--- src/rtl/wfd_pkg.sv ---
`timescale 1ns / 1ps

package wfd_pkg;

    // frame geometry
    localparam int BYTE_W    = 8;
    localparam int FRAME_LEN = 11;
    localparam int MAG_W     = 24;
    localparam int DELTA_W   = MAG_W + 1;
    localparam int OUT_W     = 56;

    // frame byte positions, oldest byte first
    localparam int HDR0_POS  = 0;
    localparam int HDR1_POS  = 1;
    localparam int LSIGN_POS = 2;
    localparam int LMAG_POS  = 3;
    localparam int RSIGN_POS = 6;
    localparam int RMAG_POS  = 7;
    localparam int CSUM_POS  = 10;

    localparam logic [BYTE_W-1:0] HDR_BYTE = 8'hFF;

    // element 0 is the oldest byte
    typedef logic [FRAME_LEN-1:0][BYTE_W-1:0] frame_t;

    // result of checking one window
    typedef struct packed {
        logic                      ok;
        logic signed [DELTA_W-1:0] left_delta;
        logic signed [DELTA_W-1:0] right_delta;
    } check_t;

endpackage

--- src/rtl/wfd_window.sv ---
`timescale 1ns / 1ps

module wfd_window
    import wfd_pkg::*;
(
    input  logic              aclk,
    input  logic              aresetn,
    input  logic              s_tvalid,
    output logic              s_tready,
    input  logic [BYTE_W-1:0] s_tdata,
    input  logic              advance,
    output frame_t            frame,
    output logic              frame_valid
);

    frame_t win_reg, win_next;
    logic   valid_reg, valid_next;
    logic   accept;

    // a held window leaves when the next stage takes or drops it
    assign s_tready = !valid_reg || advance;
    assign accept   = s_tvalid && s_tready;

    // shift in the new byte, drop the oldest
    always_comb begin
        win_next = win_reg;
        if (accept) begin
            win_next = {s_tdata, win_reg[FRAME_LEN-1:1]};
        end
    end

    always_comb begin
        if (accept) begin
            valid_next = 1'b1;
        end else if (advance) begin
            valid_next = 1'b0;
        end else begin
            valid_next = valid_reg;
        end
    end

    always_ff @(posedge aclk) begin
        if (!aresetn) begin
            win_reg   <= '0;
            valid_reg <= 1'b0;
        end else begin
            win_reg   <= win_next;
            valid_reg <= valid_next;
        end
    end

    assign frame       = win_reg;
    assign frame_valid = valid_reg;

endmodule

--- src/rtl/wfd_check.sv ---
`timescale 1ns / 1ps

module wfd_check
    import wfd_pkg::*;
(
    input  frame_t frame,
    output check_t result
);

    // sign byte nonzero means positive, zero means negative
    function automatic logic signed [DELTA_W-1:0] decode_delta(
        input logic [BYTE_W-1:0] sign_byte,
        input logic [MAG_W-1:0]  mag
    );
        logic signed [DELTA_W-1:0] ext;
        begin
            ext = $signed({1'b0, mag});
            decode_delta = (sign_byte != '0) ? ext : -ext;
        end
    endfunction

    logic [BYTE_W-1:0] s01, s23, s45, s67, s89;
    logic [BYTE_W-1:0] s03, s47, s07, csum;
    logic              hdr_ok;

    // wrapping sum of the first ten bytes as a small tree
    always_comb begin
        s01  = frame[0] + frame[1];
        s23  = frame[2] + frame[3];
        s45  = frame[4] + frame[5];
        s67  = frame[6] + frame[7];
        s89  = frame[8] + frame[9];
        s03  = s01 + s23;
        s47  = s45 + s67;
        s07  = s03 + s47;
        csum = s07 + s89;
    end

    assign hdr_ok = (frame[HDR0_POS] == HDR_BYTE) && (frame[HDR1_POS] == HDR_BYTE);

    // big-endian magnitudes follow each sign byte
    always_comb begin
        result.ok          = hdr_ok && (csum == frame[CSUM_POS]);
        result.left_delta  = decode_delta(frame[LSIGN_POS],
            {frame[LMAG_POS], frame[LMAG_POS+1], frame[LMAG_POS+2]});
        result.right_delta = decode_delta(frame[RSIGN_POS],
            {frame[RMAG_POS], frame[RMAG_POS+1], frame[RMAG_POS+2]});
    end

endmodule

--- src/rtl/wheel_feedback_frame_deframer_core.sv ---
`timescale 1ns / 1ps

// Wheel feedback deframer: takes one serial byte per request and checks the
// eleven-byte window that each byte closes (two 0xFF header bytes, two sign +
// 24-bit big-endian magnitude fields, 8-bit additive checksum). A window that
// passes gives one result with both wheel deltas as 25-bit two's complement;
// any other window gives nothing. One byte is taken every cycle while the
// output keeps up; a good frame waiting on a stalled output holds the input.
// A closing byte is taken into the window register, and the checksum adder tree
// feeds the output register, where the result is presented. The window starts
// as zeros after reset, so no frame is reported before a full header and
// payload have arrived.
module wheel_feedback_frame_deframer_core
    import wfd_pkg::*;
(
    input  logic              aclk,
    input  logic              aresetn,
    input  logic              s_tvalid,
    output logic              s_tready,
    input  logic [7:0]        s_tdata,   // [7:0] rx_byte
    output logic              m_tvalid,
    input  logic              m_tready,
    output logic [OUT_W-1:0]  m_tdata    // [24:0] left_delta, [49:25] right_delta
);

    frame_t frame;
    logic   frame_valid;
    logic   advance;
    logic   out_load;
    check_t check;

    logic                      m_valid_reg, m_valid_next;
    logic signed [DELTA_W-1:0] left_reg, left_next;
    logic signed [DELTA_W-1:0] right_reg, right_next;

    wfd_window u_window (
        .aclk        (aclk),
        .aresetn     (aresetn),
        .s_tvalid    (s_tvalid),
        .s_tready    (s_tready),
        .s_tdata     (s_tdata),
        .advance     (advance),
        .frame       (frame),
        .frame_valid (frame_valid)
    );

    wfd_check u_check (
        .frame  (frame),
        .result (check)
    );

    // bad windows drop at once, good ones wait for room in the output register
    assign advance  = !m_valid_reg || m_tready || !check.ok;
    assign out_load = frame_valid && check.ok && (!m_valid_reg || m_tready);

    always_comb begin
        left_next  = left_reg;
        right_next = right_reg;
        if (out_load) begin
            left_next  = check.left_delta;
            right_next = check.right_delta;
        end
    end

    always_comb begin
        if (out_load) begin
            m_valid_next = 1'b1;
        end else if (m_tready) begin
            m_valid_next = 1'b0;
        end else begin
            m_valid_next = m_valid_reg;
        end
    end

    always_ff @(posedge aclk) begin
        if (!aresetn) begin
            m_valid_reg <= 1'b0;
        end else begin
            m_valid_reg <= m_valid_next;
        end
    end

    always_ff @(posedge aclk) begin
        left_reg  <= left_next;
        right_reg <= right_next;
    end

    assign m_tvalid = m_valid_reg;
    assign m_tdata  = {{(OUT_W - 2*DELTA_W){1'b0}}, right_reg, left_reg};

    // a taken byte is always held in the window stage next cycle
    a_accept_held: assert property (@(posedge aclk) disable iff (!aresetn)
        (s_tvalid && s_tready) |=> frame_valid)
        else $error("accepted byte not held in window stage");

    // only a window with both header bytes reaches the output
    a_load_header: assert property (@(posedge aclk) disable iff (!aresetn)
        out_load |-> (frame[HDR0_POS] == HDR_BYTE && frame[HDR1_POS] == HDR_BYTE))
        else $error("result loaded without frame header");

    // sign-magnitude decode never yields the most negative code
    a_delta_range: assert property (@(posedge aclk) disable iff (!aresetn)
        m_tvalid |-> (left_reg != {1'b1, {(DELTA_W-1){1'b0}}}
                      && right_reg != {1'b1, {(DELTA_W-1){1'b0}}}))
        else $error("delta outside sign-magnitude range");

    // a stalled result is never overwritten
    a_no_overwrite: assert property (@(posedge aclk) disable iff (!aresetn)
        (m_valid_reg && !m_tready) |-> !out_load)
        else $error("pending result overwritten");

    // reset empties both stages
    a_reset_empty: assert property (@(posedge aclk)
        !aresetn |=> (!m_tvalid && !frame_valid))
        else $error("stage valid after reset");

endmodule

--- config.mk ---
export PLATFORM = sky130hd
export DESIGN_NAME = wheel_feedback_frame_deframer_core
export DESIGN_NICKNAME = d
export VERILOG_FILES = /design/src/rtl/wfd_pkg.sv /design/src/rtl/wfd_window.sv /design/src/rtl/wfd_check.sv /design/src/rtl/wheel_feedback_frame_deframer_core.sv
export SDC_FILE = /design/constraint.sdc
export NUM_CORES = 1
export LEC_CHECK = 0
export BUFFER_PORTS_ARGS = -buffer_cell sky130_fd_sc_hd__buf_2
export CAP_MARGIN = 20
export CELL_PAD_IN_SITES_DETAIL_PLACEMENT = 0
export CELL_PAD_IN_SITES_GLOBAL_PLACEMENT = 1
export CORE_ASPECT_RATIO = 0.5
export CORE_MARGIN = 2
export CORE_UTILIZATION = 31
export DETAILED_ROUTE_END_ITERATION = 8
export PLACE_DENSITY = 0.54
export SLEW_MARGIN = 20
export SYNTH_ARGS = -nofsm -noshare
export SYNTH_HDL_FRONTEND = slang
export SYNTH_SLANG_ARGS = --single-unit
--- constraint.sdc ---
create_clock -name aclk -period 8.3 [get_ports aclk]
set_clock_uncertainty 0.05 [all_clocks]
set_input_delay 0 -clock aclk [delete_from_list [all_inputs] [get_ports aclk]]
set_output_delay 0 -clock aclk [all_outputs]
set_load 0.005 [all_outputs]
After elaboration in Yosys (flattened, before gate mapping)
Cells that the tools add are included.
{"block": "classes", "n_reduce_logical": 15, "addsub": 11, "eq_ne": 3, "mux": 6}
{"cell": "$add 8x8->8", "n": 9}
{"cell": "$neg 24->25", "n": 2}
{"cell": "$mux 24", "n": 2}
{"cell": "$eq 8x8->1 const B", "n": 2}
{"cell": "$reduce_bool 8->1", "n": 2}
{"cell": "$eq 8x8->1", "n": 1}
{"cell": "$logic_and 1x1->1", "n": 5}
{"cell": "$mux 1", "n": 4}
{"cell": "$reduce_bool 2->1", "n": 2}
{"cell": "$logic_not 1->1", "n": 3}
{"cell": "$logic_or 1x1->1", "n": 3}
{"block": "word_totals", "wordCells": 52, "reg_bits": 140}

Depth between registers and ports, before layout
{"block": "depth", "ltp_word": 11, "depth_mapped": 23, "ltp_nobuf": 20}

Cells and area by module
Synthesis repeated with hierarchy kept, for this count alone.
{"block": "unflattened", "cells_unflattened": 674, "hier_area_um2": 7543.5}
{"module": "wfd_window", "seq_area_each_um2": 1781.7, "instances": 1, "area_per_inst_um2": 3183.1, "cells_each": 297}
{"module": "wfd_check", "seq_area_each_um2": 0.0, "instances": 1, "area_per_inst_um2": 2758.9, "cells_each": 313}
{"module": "wheel_feedback_frame_deframer_core", "seq_area_each_um2": 1521.5, "instances": 1, "area_per_inst_um2": 1601.5, "cells_each": 64}

Least setup slack after synthesis
No wires, ideal clock.
{"block": "synth_timing", "kind": "flip-flop to flip-flop", "from": "reg u_window.win_reg (netlist bit u_window.frame[2])", "to": "reg left_reg[0] (enable)", "path_buffers": 0, "setup_time_ps": 519, "t_arrival_ps": 7881, "period_less_slack_ps": 8450, "slack_ps": -150, "stages_incl_launch_ff": 15, "path_cell_list": "dfxtp_1 fa_1 inv_1 fa_1 fa_1 fa_1 inv_1 fa_1 inv_1 fa_1 xnor2_1 nor4_1 nand3_1 or4_4 nor3_1"}
{"block": "synth_between", "elab_chain_cells": 8}
{"item": "start: declaration", "line_no": "wfd_window.sv:16", "text": "frame_t win_reg, win_next;"}
{"item": "start signal: assignment", "line_no": "wfd_window.sv:47", "text": "win_reg <= win_next;"}
{"item": "$add 8x8->8", "line_no": "wfd_check.sv:28", "text": "s01 = frame[0] + frame[1];"}
{"item": "$add 8x8->8", "line_no": "wfd_check.sv:33", "text": "s03 = s01 + s23;"}
{"item": "$add 8x8->8", "line_no": "wfd_check.sv:35", "text": "s07 = s03 + s47;"}
{"item": "$add 8x8->8", "line_no": "wfd_check.sv:36", "text": "csum = s07 + s89;"}
{"item": "$eq 8x8->1", "line_no": "wfd_check.sv:43", "text": "result.ok = hdr_ok && (csum == frame[CSUM_POS]);"}
{"item": "$logic_and 1x1->1 (*)", "line_no": "wfd_check.sv:43"}
{"item": "$logic_and 1x1->1 (*) (2 in a row)", "line_no": "wheel_feedback_frame_deframer_core.sv:54", "text": "assign out_load = frame_valid && check.ok && (!m_valid_reg || m_tready);"}
{"item": "end signal: assignment", "line_no": "wheel_feedback_frame_deframer_core.sv:84", "text": "left_reg <= left_next;"}
{"item": "end: declaration", "line_no": "wheel_feedback_frame_deframer_core.sv:33", "text": "logic signed [DELTA_W-1:0] left_reg, left_next;"}
Every way passes the cells marked *; elsewhere a longest branch is shown, timed or not.
A chain may end at the register's enable or synchronous reset.

Worst setup path in the final report
{"block": "layout_timing", "from": "reg u_window.win_reg (netlist bit u_window.frame[26])", "to": "reg u_window.win_reg (netlist bit u_window.frame[13])"}
{"block": "layout_between", "elab_chain_cells": 10}
{"item": "$add 8x8->8", "line_no": "wfd_check.sv:29", "text": "s23 = frame[2] + frame[3];"}
{"item": "$add 8x8->8", "line_no": "wfd_check.sv:33"}
{"item": "$add 8x8->8", "line_no": "wfd_check.sv:35"}
{"item": "$add 8x8->8", "line_no": "wfd_check.sv:36"}
{"item": "$eq 8x8->1", "line_no": "wfd_check.sv:43"}
{"item": "$logic_and 1x1->1", "line_no": "wfd_check.sv:43"}
{"item": "$logic_not 1->1", "line_no": "wheel_feedback_frame_deframer_core.sv:53", "text": "assign advance = !m_valid_reg || m_tready || !check.ok;"}
{"item": "$logic_or 1x1->1", "line_no": "wheel_feedback_frame_deframer_core.sv:53"}
{"item": "$logic_or 1x1->1", "line_no": "wfd_window.sv:21", "text": "assign s_tready = !valid_reg || advance;"}
{"item": "$logic_and 1x1->1", "line_no": "wfd_window.sv:22", "text": "assign accept = s_tvalid && s_tready;"}
No other way between the ends.

==> flow_summary.json <==
{
  "critical_path.top_delay_family": "adder cells",
  "ioPinCount": 70,
  "p_sw_w": 0.0003673,
  "grt_pass1_vias": 4895,
  "cts_setup_buffers": 0,
  "grt.total_usage_pct": 15.12,
  "first_iter_violations": 263,
  "crit_cells": 16,
  "synth_most_common_cell": "nand2_1",
  "layout.nets": 828,
  "ant_nets": 0,
  "ys_ff_latch": 140,
  "fmax_ghz": 0.1611,
  "rr_worst_depth": 16,
  "drc": 0,
  "globalRouteMet2Util_pct": 21.24,
  "hold_viol": 0,
  "clk_pin_slew_worst_paths_ns": 0.07,
  "worst_pin_slew_ns": 1.052,
  "grt_overflow": 0,
  "start_kind": "flip-flop",
  "cts-root-buf": "clkbuf_16",
  "p_int_w": 0.001211,
  "synth_enable_flop_cells": 50,
  "ys_warn_count": 0,
  "drv_slew": 0,
  "coreArea_um2": 23870,
  "avgViaCountPerCell": 4.516,
  "rsz0062_at_grt": "no",
  "via_count": 4882,
  "fp.dieArea_um2": 25530,
  "antenna_found_initial": 0,
  "num_rows": 40,
  "synthTopCellsByArea": "dfxtp_1 24%, edfxtp_1 20%, fa_1 13%",
  "outcome": "finished, final reports clean",
  "largest_reg_flops": 88,
  "cp.required_ns": 8.59,
  "critPathArrivalTime_ns": 6.49,
  "grt_pass1_wl_mm": 28.45,
  "die_w_um": 224.0,
  "netlist_area_um2": 7501,
  "critPathKind": "flip-flop to flip-flop",
  "finalSetupViolCount": 0,
  "clock_latency_ns": 0.43,
  "timing.final.crit_share_pct": 74.77,
  "dpl_cell_area_um2": 8068,
  "clock-sinks": 140,
  "min_path_type": "input pin to flip-flop",
  "crit_fanout": 55,
  "netlist_top_cells_count": "115 x nand2_1, 90 x dfxtp_1, 88 x mux2i_1",
  "initial_utilization_pct": 31.42,
  "synthArstFlopShare_pct": 0,
  "yosysTopAreaCell": "dfxtp_1",
  "holdWs_ns": 0.3054,
  "r2r_slack_ns": 2.09,
  "power_w": 0.001578,
  "rr_endpoint": "u_window.frame[13]",
  "synth_cells": 685,
  "min_period_ns": 6.206,
  "power_frac_comb_pct": 7.1,
  "power_per_cell_area_nw_per_um2": 180.8,
  "cts_buffer_depth": 2,
  "grt_busiest_layer": "met1",
  "layout-drive-gt1-share_pct": 12.92,
  "dp_hpwl_mm": 13.35,
  "grt_max_degree": 99,
  "grtUsageMet3_pct": 3.529,
  "area_growth_pct": 16.36,
  "synth_cell_type_count": 37,
  "p_seq_share_pct": 46.1,
  "cts_tree": "built",
  "drtPass1Iterations": 5,
  "cpMostUsedCell": "fa_1",
  "crit_buf_inv": 4,
  "critPathLaunch": "u_window.frame[26]",
  "synth_top_area_share_pct": 24.02,
  "antenna_cells": 0,
  "synth_area_per_cell_um2": 10.95,
  "routed_wl_mm": 18.04,
  "ys_seq_area_share_pct": 44.04,
  "power.leakage_nw": 3.702,
  "end_kind": "flip-flop",
  "die_height_um": 114.0,
  "io_buffers": 63,
  "final_area_um2": 8728,
  "numCtsBuffers": 17,
  "gp_congestion": 0.7426,
  "slowest_stage": "buf_4",
  "rr_startpoint": "u_window.frame[26]",
  "endpoint": "u_window.frame[13]",
  "ir_drop_uv": 96.76,
  "maxCapViolations": 0,
  "post_drt_wl_per_cell_um": 16.68,
  "tns_ns": 0,
  "ys.flop_type": "dfxtp_1",
  "critical_path.max_stage_delay_ns": 0.77,
  "met1_usage_pct": 22.76,
  "relSlewSlack_pct": 29.89,
  "h-tree-depth": 4,
  "post-route-util_pct": 36.56,
  "p_sw_share_pct": 23.28,
  "crit_path_cell_trace": "fa_1 -> inv_1 -> fa_1 -> fa_1 -> fa_1 -> inv_1 -> fa_1 -> inv_1 -> fa_1 -> xnor2_1 -> nor4_1 -> nand3_1 -> or4_4 -> o31ai_4 -> buf_4 -> mux2i_1",
  "clkPwrFrac_pct": 46.9
}
worst min-delay path by stage:
stage	end	depth (start not counted)	startpoint	slack, ns
after global placement	u_window.frame[85]	3	s_tdata[5]	0.20
final	u_window.frame[85]	4	aresetn	0.31
after CTS	u_window.frame[83]	4	s_tdata[3]	0.28
after global routing	u_window.frame[85]	4	s_tdata[5]	0.32
after detailed placement	u_window.frame[86]	3	s_tdata[6]	0.21
after floorplan	u_window.frame[80]	2	s_tdata[0]	0.09
area by class of cell:
class / count / area, um^2
Fill cell: 2374 / 15140
Clock inverter: 6 / 61.31
Sequential cell: 140 / 3303
Inverter: 61 / 229.0
Timing Repair Buffer: 77 / 445.4
Clock buffer: 26 / 499.2
Tap cell: 315 / 394.1
Multi-Input combinational cell: 456 / 3796
power by group through the flow:
stage	Clock, W	Combinational [W]	Sequential, W
final	0.000740	0.000111	0.000727
after CTS	0.000759	0.000113	0.000727
after floorplan	0	0.0000912	0.000739
after detailed placement	0	0.000108	0.000742
after global placement	0	0.000109	0.000742
after global routing	0.000791	0.000124	0.000727
logic make-up (layout without fill, tap and decap cells):
group	count (synthesis)	count (layout)	synth area share, %
simple gates	180	180	10.41
flops	140	140	44.04
buf+inv	94	170	5.938
mux	88	88	11.74
xor+xnor	74	74	8.641
fa+ha+maj	63	63	15.51
compound gates	45	45	3.670
other cells	1	6	0.04999
metal layers:
metal,vias up,share of wire (%)
li1,2409,-
met1,2395,54
met2,70,42
met3,8,3.1
met4,0,0.77
met5,-,0
cell usage in the layout, fill, tap and decap left out, drive strengths merged, types with 2 or more instances in the layout:
cell         synthesis  routed
nor4                13      13
o31ai                5       5
o21ai               11      11
inv                 61      61
or4                  4       4
xnor2               42      42
o21bai               2       2
xor2                32      32
clkinv               0       4
a21oi               19      19
nand3                3       3
conb                 1       6
clkbuf              16      26
mux2i               88      88
and3                 2       2
nor2                20      20
nor3                10      10
nand4                3       3
edfxtp              50      50
nor2b                3       3
ha                  13      13
fa                  50      50
dlygate4sd3          0      10
buf                 17      67
dfxtp               90      90
nand2b               2       2
nand2              115     115
a21o                 2       2
o41ai                4       4
and2                 4       4
worst register-to-register path, cell delays in order, from the launching register on:
cell     delay, ns
dfxtp_1       0.37
fa_1          0.56
inv_1         0.05
fa_1          0.52
fa_1          0.53
fa_1          0.55
inv_1         0.05
fa_1          0.53
inv_1         0.07
fa_1          0.50
xnor2_1       0.14
nor4_1        0.23
nand3_1       0.11
or4_4         0.50
o31ai_4       0.27
buf_4         0.77
mux2i_1       0.32
stage by stage:
step | cells | setup WS (ns)
finish | 1081 | 2.094
global route | 1081 | 1.714
CTS | 1081 | 2.083
detailed placement | 1039 | 2.118
global placement | 1039 | 2.203
floorplan | 690 | 1.374
what timing repair did:
action                    in CTS  in global routing
hold endpoints to repair      10                  0
resized for setup              0                  0
hold buffers                  10                  0
(Power assumes the default switching activity.)
